## config.mk

```make
export PLATFORM = sky130hd
export DESIGN_NAME = unsorted_key_value_table
export DESIGN_NICKNAME = d
export VERILOG_FILES = /design/src/hw/rtl/ukvt_pkg.sv /design/src/hw/rtl/unsorted_key_value_table.sv
export SDC_FILE = /design/constraint.sdc
export NUM_CORES = 1
export LEC_CHECK = 0
export ABC_CLOCK_PERIOD_IN_PS = 22300
export BUFFER_PORTS_ARGS = -buffer_cell sky130_fd_sc_hd__buf_2
export CORE_AREA = 2 2 388 390
export DETAILED_ROUTE_END_ITERATION = 7
export DIE_AREA = 0 0 390 392
export PLACE_DENSITY_LB_ADDON = 0.25
export SLEW_MARGIN = 20
export SYNTH_ARGS = -nofsm -noshare
export SYNTH_HDL_FRONTEND = slang
export SYNTH_SLANG_ARGS = --single-unit
export TNS_END_PERCENT = 50
```

## constraint.sdc

```tcl
create_clock -name clk -period 22.3 [get_ports clk]
set_clock_uncertainty 0.2 [all_clocks]
set_input_delay 4.46 -clock clk [delete_from_list [all_inputs] [get_ports clk]]
set_output_delay 4.46 -clock clk [all_outputs]
set_load 0.005 [all_outputs]
```

## src/hw/rtl/ukvt_pkg.sv

```systemverilog
// Package for the unsorted key/value table.
// Holds the request and result item types, action codes and status codes.
// No dependencies.
package ukvt_pkg;

  localparam int KEY_WIDTH   = 32;
  localparam int DATA_WIDTH  = 32;
  localparam int TOTAL_WIDTH = 5;

  // Action codes
  localparam logic [2:0] ACT_INSERT = 3'd0;
  localparam logic [2:0] ACT_SEARCH = 3'd1;
  localparam logic [2:0] ACT_REMOVE = 3'd2;
  localparam logic [2:0] ACT_SUCC   = 3'd3;
  localparam logic [2:0] ACT_PRED   = 3'd4;

  // Status codes
  localparam logic [1:0] ST_OK   = 2'd0;
  localparam logic [1:0] ST_NONE = 2'd1;
  localparam logic [1:0] ST_DUP  = 2'd2;
  localparam logic [1:0] ST_FULL = 2'd3;

  typedef struct packed {
    logic [2:0]            action;
    logic [KEY_WIDTH-1:0]  key;
    logic [DATA_WIDTH-1:0] value;
  } ukvt_req_t;

  typedef struct packed {
    logic [1:0]             status;
    logic [DATA_WIDTH-1:0]  found_value;
    logic [KEY_WIDTH-1:0]   neighbor_key;
    logic [TOTAL_WIDTH-1:0] entry_total;
    logic [KEY_WIDTH-1:0]   smallest_key;
    logic [KEY_WIDTH-1:0]   largest_key;
    logic                   is_empty;
  } ukvt_rsp_t;

endpackage

```

## src/hw/rtl/unsorted_key_value_table.sv

```systemverilog
// Unsorted key/value table: up to CAPACITY unique pairs kept in arrival order.
// Each item goes through a single scan over the key/value memory at one entry
// per cycle, which also tracks the minimum, maximum and neighbor keys, then a
// finish step and, for a remove that hits, a shift pass that moves one later
// entry per cycle down over the removed pair. The input stalls from acceptance
// until the result is handed to the output register. A finished result waits
// there while the next item is accepted, and a stalled output holds up the
// handoff. Depends on ukvt_pkg.
module unsorted_key_value_table
  import ukvt_pkg::*;
#(
  parameter int CAPACITY = 16
) (
  input  logic      clk,
  input  logic      rst_n,
  input  logic      in_valid,
  output logic      in_stall,
  input  ukvt_req_t in_data,
  output logic      out_valid,
  input  logic      out_stall,
  output ukvt_rsp_t out_data
);

  localparam int AW = (CAPACITY > 1) ? $clog2(CAPACITY) : 1;
  localparam int CW = $clog2(CAPACITY + 1);

  localparam logic [2:0] S_IDLE   = 3'd0;
  localparam logic [2:0] S_SCAN   = 3'd1;
  localparam logic [2:0] S_FINISH = 3'd2;
  localparam logic [2:0] S_SHIFT  = 3'd3;
  localparam logic [2:0] S_EMIT   = 3'd4;

  // Pair storage
  logic [KEY_WIDTH-1:0]  key_mem [CAPACITY];
  logic [DATA_WIDTH-1:0] val_mem [CAPACITY];
  logic [KEY_WIDTH-1:0]  rd_key_r;
  logic [DATA_WIDTH-1:0] rd_val_r;
  logic                  mem_we;
  logic [AW-1:0]         mem_waddr;
  logic [KEY_WIDTH-1:0]  mem_wkey;
  logic [DATA_WIDTH-1:0] mem_wval;

  logic [2:0]            state_r, state_nxt;
  logic [2:0]            act_r, act_nxt;
  logic [KEY_WIDTH-1:0]  key_r, key_nxt;
  logic [DATA_WIDTH-1:0] val_r, val_nxt;
  logic [CW-1:0]         idx_r, idx_nxt;
  logic [CW-1:0]         rd_idx_r, rd_idx_nxt;
  logic [CW-1:0]         lim_r, lim_nxt;
  logic [CW-1:0]         count_r, count_nxt;
  logic [CW-1:0]         pos_r, pos_nxt;
  logic                  pend_r, pend_nxt;
  logic                  hit_r, hit_nxt;
  logic [DATA_WIDTH-1:0] fval_r, fval_nxt;
  logic                  mm_have_r, mm_have_nxt;
  logic [KEY_WIDTH-1:0]  lo_r, lo_nxt;
  logic [KEY_WIDTH-1:0]  hi_r, hi_nxt;
  logic                  nb_have_r, nb_have_nxt;
  logic [KEY_WIDTH-1:0]  nb_r, nb_nxt;
  logic [1:0]            res_status_r, res_status_nxt;
  logic [DATA_WIDTH-1:0] res_fval_r, res_fval_nxt;
  logic                  out_valid_r, out_valid_nxt;
  ukvt_rsp_t             out_data_r, out_data_nxt;

  logic                  scan_more;
  logic                  shift_more;
  logic                  excl;
  logic                  nb_take;
  logic [CW-1:0]         wr_idx;
  logic [CW+TOTAL_WIDTH-1:0] count_ext;

  assign in_stall  = (state_r != S_IDLE);
  assign out_valid = out_valid_r;
  assign out_data  = out_data_r;

  assign scan_more  = (idx_r < count_r);
  assign shift_more = (idx_r < lim_r);
  assign wr_idx     = rd_idx_r - CW'(1);
  assign count_ext  = {{TOTAL_WIDTH{1'b0}}, count_r};

  // Scan data: skip the key being removed when tracking min and max
  assign excl = (act_r == ACT_REMOVE) && (rd_key_r == key_r);

  // Neighbor candidate from the entry read last cycle
  always_comb begin
    nb_take = 1'b0;
    if (act_r == ACT_SUCC) begin
      nb_take = (rd_key_r > key_r) && (!nb_have_r || (rd_key_r < nb_r));
    end else if (act_r == ACT_PRED) begin
      nb_take = (rd_key_r < key_r) && (!nb_have_r || (rd_key_r > nb_r));
    end
  end

  // Memory: one write port, one registered read port
  always_ff @(posedge clk) begin
    if (mem_we) begin
      key_mem[mem_waddr] <= mem_wkey;
      val_mem[mem_waddr] <= mem_wval;
    end
    rd_key_r <= key_mem[idx_r[AW-1:0]];
    rd_val_r <= val_mem[idx_r[AW-1:0]];
  end

  // Sequencer
  always_comb begin
    state_nxt      = state_r;
    act_nxt        = act_r;
    key_nxt        = key_r;
    val_nxt        = val_r;
    idx_nxt        = idx_r;
    rd_idx_nxt     = rd_idx_r;
    lim_nxt        = lim_r;
    count_nxt      = count_r;
    pos_nxt        = pos_r;
    pend_nxt       = pend_r;
    hit_nxt        = hit_r;
    fval_nxt       = fval_r;
    mm_have_nxt    = mm_have_r;
    lo_nxt         = lo_r;
    hi_nxt         = hi_r;
    nb_have_nxt    = nb_have_r;
    nb_nxt         = nb_r;
    res_status_nxt = res_status_r;
    res_fval_nxt   = res_fval_r;
    out_valid_nxt  = out_valid_r;
    out_data_nxt   = out_data_r;
    mem_we         = 1'b0;
    mem_waddr      = wr_idx[AW-1:0];
    mem_wkey       = rd_key_r;
    mem_wval       = rd_val_r;

    // Drop the result once taken
    if (out_valid_r && !out_stall) begin
      out_valid_nxt = 1'b0;
    end

    case (state_r)
      S_IDLE: begin
        // Latch the item and clear the scan trackers
        if (in_valid) begin
          act_nxt     = in_data.action;
          key_nxt     = in_data.key;
          val_nxt     = in_data.value;
          idx_nxt     = '0;
          pend_nxt    = 1'b0;
          hit_nxt     = 1'b0;
          fval_nxt    = '0;
          mm_have_nxt = 1'b0;
          lo_nxt      = '0;
          hi_nxt      = '0;
          nb_have_nxt = 1'b0;
          nb_nxt      = '0;
          state_nxt   = S_SCAN;
        end
      end

      S_SCAN: begin
        // Compare the entry read last cycle
        if (pend_r) begin
          if ((rd_key_r == key_r) && !hit_r) begin
            hit_nxt  = 1'b1;
            pos_nxt  = rd_idx_r;
            fval_nxt = rd_val_r;
          end
          if (!excl) begin
            mm_have_nxt = 1'b1;
            if (!mm_have_r || (rd_key_r < lo_r)) lo_nxt = rd_key_r;
            if (!mm_have_r || (rd_key_r > hi_r)) hi_nxt = rd_key_r;
          end
          if (nb_take) begin
            nb_have_nxt = 1'b1;
            nb_nxt      = rd_key_r;
          end
        end
        // Advance the read address
        pend_nxt = scan_more;
        if (scan_more) begin
          idx_nxt    = idx_r + CW'(1);
          rd_idx_nxt = idx_r;
        end else if (!pend_r) begin
          state_nxt = S_FINISH;
        end
      end

      S_FINISH: begin
        res_status_nxt = ST_NONE;
        res_fval_nxt   = '0;
        state_nxt      = S_EMIT;
        case (act_r)
          ACT_INSERT: begin
            if (hit_r) begin
              res_status_nxt = ST_DUP;
            end else if (count_r >= CW'(CAPACITY)) begin
              res_status_nxt = ST_FULL;
            end else begin
              // Append the pair and fold its key into min and max
              mem_we         = 1'b1;
              mem_waddr      = count_r[AW-1:0];
              mem_wkey       = key_r;
              mem_wval       = val_r;
              count_nxt      = count_r + CW'(1);
              res_status_nxt = ST_OK;
              mm_have_nxt    = 1'b1;
              if (!mm_have_r || (key_r < lo_r)) lo_nxt = key_r;
              if (!mm_have_r || (key_r > hi_r)) hi_nxt = key_r;
            end
          end
          ACT_SEARCH: begin
            if (hit_r) begin
              res_status_nxt = ST_OK;
              res_fval_nxt   = fval_r;
            end
          end
          ACT_REMOVE: begin
            if (hit_r) begin
              // Shift later entries down over the removed one
              res_status_nxt = ST_OK;
              res_fval_nxt   = fval_r;
              count_nxt      = count_r - CW'(1);
              lim_nxt        = count_r;
              idx_nxt        = pos_r + CW'(1);
              pend_nxt       = 1'b0;
              state_nxt      = S_SHIFT;
            end
          end
          ACT_SUCC, ACT_PRED: begin
            if (nb_have_r) res_status_nxt = ST_OK;
          end
          default: begin
            res_status_nxt = ST_NONE;
          end
        endcase
      end

      S_SHIFT: begin
        // Write the entry read last cycle one place lower
        if (pend_r) begin
          mem_we = 1'b1;
        end
        pend_nxt = shift_more;
        if (shift_more) begin
          idx_nxt    = idx_r + CW'(1);
          rd_idx_nxt = idx_r;
        end else if (!pend_r) begin
          state_nxt = S_EMIT;
        end
      end

      S_EMIT: begin
        // Hand the result to the output register when it is free
        if (!out_valid_r || !out_stall) begin
          out_valid_nxt             = 1'b1;
          out_data_nxt.status       = res_status_r;
          out_data_nxt.found_value  = res_fval_r;
          out_data_nxt.neighbor_key = nb_r;
          out_data_nxt.entry_total  = count_ext[TOTAL_WIDTH-1:0];
          out_data_nxt.smallest_key = mm_have_r ? lo_r : '0;
          out_data_nxt.largest_key  = mm_have_r ? hi_r : '0;
          out_data_nxt.is_empty     = (count_r == '0);
          state_nxt                 = S_IDLE;
        end
      end

      default: begin
        state_nxt = S_IDLE;
      end
    endcase
  end

  // Control registers
  always_ff @(posedge clk) begin
    if (!rst_n) begin
      state_r     <= S_IDLE;
      count_r     <= '0;
      pend_r      <= 1'b0;
      out_valid_r <= 1'b0;
    end else begin
      state_r     <= state_nxt;
      count_r     <= count_nxt;
      pend_r      <= pend_nxt;
      out_valid_r <= out_valid_nxt;
    end
  end

  // Payload and tracker registers
  always_ff @(posedge clk) begin
    act_r        <= act_nxt;
    key_r        <= key_nxt;
    val_r        <= val_nxt;
    idx_r        <= idx_nxt;
    rd_idx_r     <= rd_idx_nxt;
    lim_r        <= lim_nxt;
    pos_r        <= pos_nxt;
    hit_r        <= hit_nxt;
    fval_r       <= fval_nxt;
    mm_have_r    <= mm_have_nxt;
    lo_r         <= lo_nxt;
    hi_r         <= hi_nxt;
    nb_have_r    <= nb_have_nxt;
    nb_r         <= nb_nxt;
    res_status_r <= res_status_nxt;
    res_fval_r   <= res_fval_nxt;
    out_data_r   <= out_data_nxt;
  end

  // Checks
  a_count_cap: assert property (@(posedge clk) disable iff (!rst_n)
    count_r <= CW'(CAPACITY))
    else $error("entry count exceeds capacity");

  a_accept_scan: assert property (@(posedge clk) disable iff (!rst_n)
    (in_valid && !in_stall) |=> (state_r == S_SCAN))
    else $error("accepted item did not start a scan");

  a_load_from_emit: assert property (@(posedge clk) disable iff (!rst_n)
    $rose(out_valid_r) |-> $past(state_r == S_EMIT))
    else $error("result loaded outside the emit step");

  a_empty_total: assert property (@(posedge clk) disable iff (!rst_n)
    out_valid_r |-> (out_data_r.is_empty == (out_data_r.entry_total == '0)))
    else $error("empty flag disagrees with entry total");

  a_min_max: assert property (@(posedge clk) disable iff (!rst_n)
    (out_valid_r && !out_data_r.is_empty) |->
      (out_data_r.smallest_key <= out_data_r.largest_key))
    else $error("smallest key above largest key");

endmodule

```

[Yosys cells after proc, flatten, opt, wreduce, memory -nomap -nowiden]
Memory sizes are Yosys's and may differ from the RTL's. A register that Yosys moved wholly into a read port is not among the register bits.
Index checks and enable logic that the tools add are counted.
Word-level totals
  register bits after elaboration: 398
  latch bits: 0
  memory bits (writable): 1024
  memory bits (read-only): 0
  input bits: 71
  memories: 2
Memory list
  key_mem: depth 16, width 32, rd ports 1, clocked after memory_dff 1, wr ports 1, RTL line unsorted_key_value_table.sv:34  | logic [KEY_WIDTH-1:0] key_mem [CAPACITY];
  val_mem: depth 16, width 32, rd ports 1, clocked after memory_dff 1, wr ports 1, RTL line unsorted_key_value_table.sv:35  | logic [DATA_WIDTH-1:0] val_mem [CAPACITY];
Cells by class
  add/subtract/negate cells: 5
  multiply operators: 0
  divide/modulo/power cells: 0
  order comparisons: 11
  equality and inequality tests: 33
  shift operators: 0
  muxes and demuxes: 90
  bitwise logic cells: 0
  reduce and logical (&&, ||, !) cells: 43
Operators by type and width (number)
  2-to-1 mux 32 bit: 27
  one-hot mux 32 bit (3 select lines): 2
  > comparator 32 bit: 4
  < comparator 32 bit: 4
  one-hot mux 32 bit (2 select lines): 2
  2-to-1 mux 5 bit: 10
  inequality test 2 bit, second input constant: 23
  == test 32 bit: 1
  2-to-1 mux 1 bit: 25
  2-to-1 mux 3 bit: 8
  one-hot mux 5 bit (2 select lines): 2
  one-hot mux 5 bit (4 select lines): 1
  AND reduction 9 bit: 2
  2-to-1 mux 4 bit: 4
  adder 5 x 1 -> 5 bit, second input constant: 3
  one-hot mux 3 bit (5 select lines): 1
  == test 3 x 2 -> 1 bit, second input constant: 4
  AND reduction 4 bit: 3
  AND reduction 6 bit: 2
  < comparator 5 bit: 2
  AND reduction 3 bit: 3
  logical OR 1 bit: 7
  AND reduction 7 bit: 1
  == test 3 x 1 -> 1 bit, second input constant: 2
  20 further kinds: 39

[Longest topological paths before layout]
  word-level depth: 8
  mapped depth: 11
  gate-level depth less buffers: 10

[Worst setup path after synthesis]
No wires, ideal clock.
  path kind: input-to-reg
  start: input port out_stall
  end: register out_data_r, in the netlist out_data[0] (enable)
  library setup time: 0.676 ns
  arrival: 10.859 ns
  path slack: 10.565 ns
  stages: 1
  buffers on the path: 0
  path through: a21oi_1
On the way
  cells in the longest elaborated chain, start to end: 3
RTL lines
  start, declared: RTL line unsorted_key_value_table.sv:20  | input logic out_stall,
  logical NOT 1 bit: RTL line unsorted_key_value_table.sv:251  | if (!out_valid_r || !out_stall) begin
  logical OR 1 bit: RTL line unsorted_key_value_table.sv:251
  AND reduction 2 bit (no line)
  end signal, assigned: RTL line unsorted_key_value_table.sv:303  | out_data_r <= out_data_nxt;
  end, declared: RTL line unsorted_key_value_table.sv:63  | ukvt_rsp_t out_data_r, out_data_nxt;
No other way between the ends.
A chain may end at the register's enable or synchronous reset.

[Worst setup path after layout]
  start: register state_r[2]
  end: output port in_stall
On the way
  cells in the longest elaborated chain, start to end: 1
RTL lines
  start, declared: RTL line unsorted_key_value_table.sv:43  | logic [2:0] state_r, state_nxt;
  start signal, assigned: RTL line unsorted_key_value_table.sv:278  | state_r <= state_nxt;
  nonzero test 3 bit: RTL line unsorted_key_value_table.sv:72  | assign in_stall = (state_r != S_IDLE);
  end, declared: RTL line unsorted_key_value_table.sv:17  | output logic in_stall,
No other way between the ends.

==> impl_metrics.yaml <==
outcome:
  status: "completed"
critical_path:
  crit_path_end_kind: "output port"
  cp_data_arrival_time_ps: 1800
  crit_type: "flip-flop to output port"
  cp.required_ps: 17640
  start_kind: "flip-flop"
  cp_max_fo: 14
cts:
  cts.repair.resized: 0
  cts_sinks: 1486
  cts_buffers: 154
  clkTransAtPathRegs_ps: 60
  cts_buffer_depth: 3
  post-cts-setup-buffer-count: 0
  clockRootBuffer: "clkbuf_16"
  cts_tree: "built"
  worstSkewPairLatency_ps: 790
  h-tree-depth: 4
  postCtsHoldBufs: 0
timing:
  setup_viol: 0
  slew_headroom: 0.277
  min_period_ps: 6460
  slew_viol_final: 0
  worstMarginPinSlew_ps: 1080
  grt_setup_unrepaired: "false"
  timing.fmax_mhz: 155
  min_period_over_period: 0.290
  hold_viol: 0
  fin_tns_setup_ps: 0
floorplanning:
  core.rowCount: 142
  die_x_um: 390
  die_h_um: 392
  boundaryPins: 209
  start_util: 0.398
  core_um2: 149000
  dieArea_um2: 153000
synth:
  synthSimpleGateAreaFrac: 0.0448
  synth_ff_type: "edfxtp_1"
  syn_area_per_cell_um2: 19.2
  synth_top_family_by_area: "multiplexers"
  ys_ff_latch: 1486
  synth_xor_area_frac: 0.00133
  async_reset_ff_frac: 0
  netlist_area_um2: 59200
  seq_area_frac_synth: 0.741
  synth_nets: 3364
  yosysTopAreaCellShare: 0.716
  ys_types: 61
  yosys.area_share.adder: 0.0432
  synth_cells: 3089
  synth_top_cell_by_area: "edfxtp_1"
  synth-edff-count: 1412
  synthMuxAreaShare: 0.123
  synth_area_leaders: "edfxtp_1, mux4_2, ha_1"
  synth_compound_area_frac: 0.0299
  yosysWarnings: 0
global_route:
  grt_overflow: 0
  grtUsageTotal: 0.185
  antenna_found_initial: 3
  grt_pass1_vias: 30019
  grt_max_degree: 101
  grt_pass1_wl_um: 206000
detailed_routing:
  wl_um: 141000
  via_count: 29545
  post_drt_via_cell_ratio: 5.38
  first_pass_iters: 7
  ant_nets: 0
  drt_iter0_drc: 2781
  drc: 0
  wire_per_inst_um: 25.7
power_and_ir_drop:
  power.leakage_nw: 23.6
  intPower_mw: 6.30
  p_seq_frac: 0.442
  ir_worst_vdd_v: 0.000104
  power_switching_mw: 2.82
  combPwrFrac: 0.277
  power_density_nw_per_um2: 134
  p_sw_frac: 0.309
  clockPowerShare: 0.281
placed_design:
  dpl.cell_count: 5208
  dp_hpwl_um: 80900
  globalplace.congestion: 0.865
  io_buffers: 208
cells_and_area:
  nNetsFinal: 3695
  stdcell_count: 5490
  drive_above_1_share: 0.245
  most-common-layout-cells: "edfxtp_1, mux4_2, buf_2, ha_1, nand2_1"
  syn_to_final_growth_pct: 15.0
  final_common_cell: "edfxtp_1"
hold_path:
  hp-class: "flip-flop to flip-flop"
job:
  cap_violations: 0
-- routing by layer --
layer	GRT usage	routed length (um)
met5	0	0
met4	0.0465	2820
met2	0.293	66400
met1	0.267	63000
met3	0.0315	8780
-- cell usage after synthesis, drive strengths merged, types with 3 or more instances --
cell	instances
edfxtp	1412
a21boi	8
or2	3
a2111oi	4
nor2b	16
nand3	19
a21oi	64
nor3b	3
dfxtp	74
nand2	180
nor3	18
o21ai	73
nand4	35
a21o	68
o211ai	7
o21a	4
and4	3
clkbuf	80
nor2	56
mux2i	3
inv	150
nand2b	12
a311oi	3
a211oi	15
ha	203
xnor2	8
and2	165
mux4	320
nor4	6
o22ai	3
buf	37
-- worst max-delay path, cell delays in order (launching register included) --
cell     delay [ps]
dfxtp_1         450
nor3_1          320
inv_1            90
buf_2           160
-- power groups by stage --
stage | Sequential [mW] | Clock (mW) | Combinational, mW
final | 4.04 | 2.56 | 2.53
after global routing | 4.06 | 2.74 | 2.80
after CTS | 4.04 | 2.63 | 2.57
after detailed placement | 4.09 | 0 | 2.56
after global placement | 4.09 | 0 | 2.53
after floorplan | 3.96 | 0 | 1.78
-- stage by stage --
stage | setup slack (ps) | total power [mW] | instance area (um^2) | hold slack [ps] | utilization
2_1_floorplan | 10570 | 5.74 | 59200 | 200 | -
3_3_place_gp | 15290 | 6.62 | 63100 | 202 | 0.424
3_5_place_dp | 15270 | 6.65 | 63100 | 206 | 0.424
4_1_cts | 15770 | 9.23 | 68200 | 219 | 0.458
5_1_grt | 15710 | 9.60 | 68200 | 226 | 0.458
6_report | 15840 | 9.12 | 68200 | 217 | 0.458
-- layout make-up --
cell class | instances | area (um^2)
antenna | 1 | 2.50
clock buffer | 204 | 4190
clock inverter | 77 | 886
fill | 12583 | 80700
inverter | 150 | 567
multi-input combinational | 1336 | 14500
sequential | 1486 | 43900
tap | 1944 | 2430
timing repair buffer | 292 | 1700
-- sequential cells by signal (all words and copies together) (netlist names), 5 cells and up --
| signal | count |
|---|---|
| idx_r | 5 |
| rd_idx_r | 5 |
| res_fval_r | 32 |
| hi_r | 32 |
| key_mem | 512 |
| count_r | 5 |
| fval_r | 32 |
| pos_r | 5 |
| lo_r | 32 |
| rd_val_r | 32 |
| rd_key_r | 32 |
| lim_r | 5 |
| out_data | 136 |
| val_r | 32 |
| key_r | 32 |
| nb_r | 32 |
| val_mem | 512 |
-- worst paths after layout --
| kind | cells past startpoint | endpoint | startpoint | slack [ps] |
|---|---|---|---|---|
| setup / recovery | 3 | in_stall | state_r[2]$_SDFFE_PN0P_ | 15840 |
| hold / removal | 0 | out_data[115]$_DFFE_PP_ | res_fval_r[13]$_SDFFCE_PN0P_ | 220 |
| setup reg to reg | 9 | val_mem[4][28]$_DFFE_PP_ | state_r[2]$_SDFFE_PN0P_ | 16200 |
| hold reg to reg | 0 | out_data[115]$_DFFE_PP_ | res_fval_r[13]$_SDFFCE_PN0P_ | 220 |
-- cells by family after synthesis --
kind of cell,count (synthesis)
muxes,325
xor gates and xnor gates,9
buffers and inverters,267
DFF,1486
adders and majority gates,204
AOI/OAI and AO/OA,277
and+or+nand+nor,521
(Power assumes the default switching activity.)
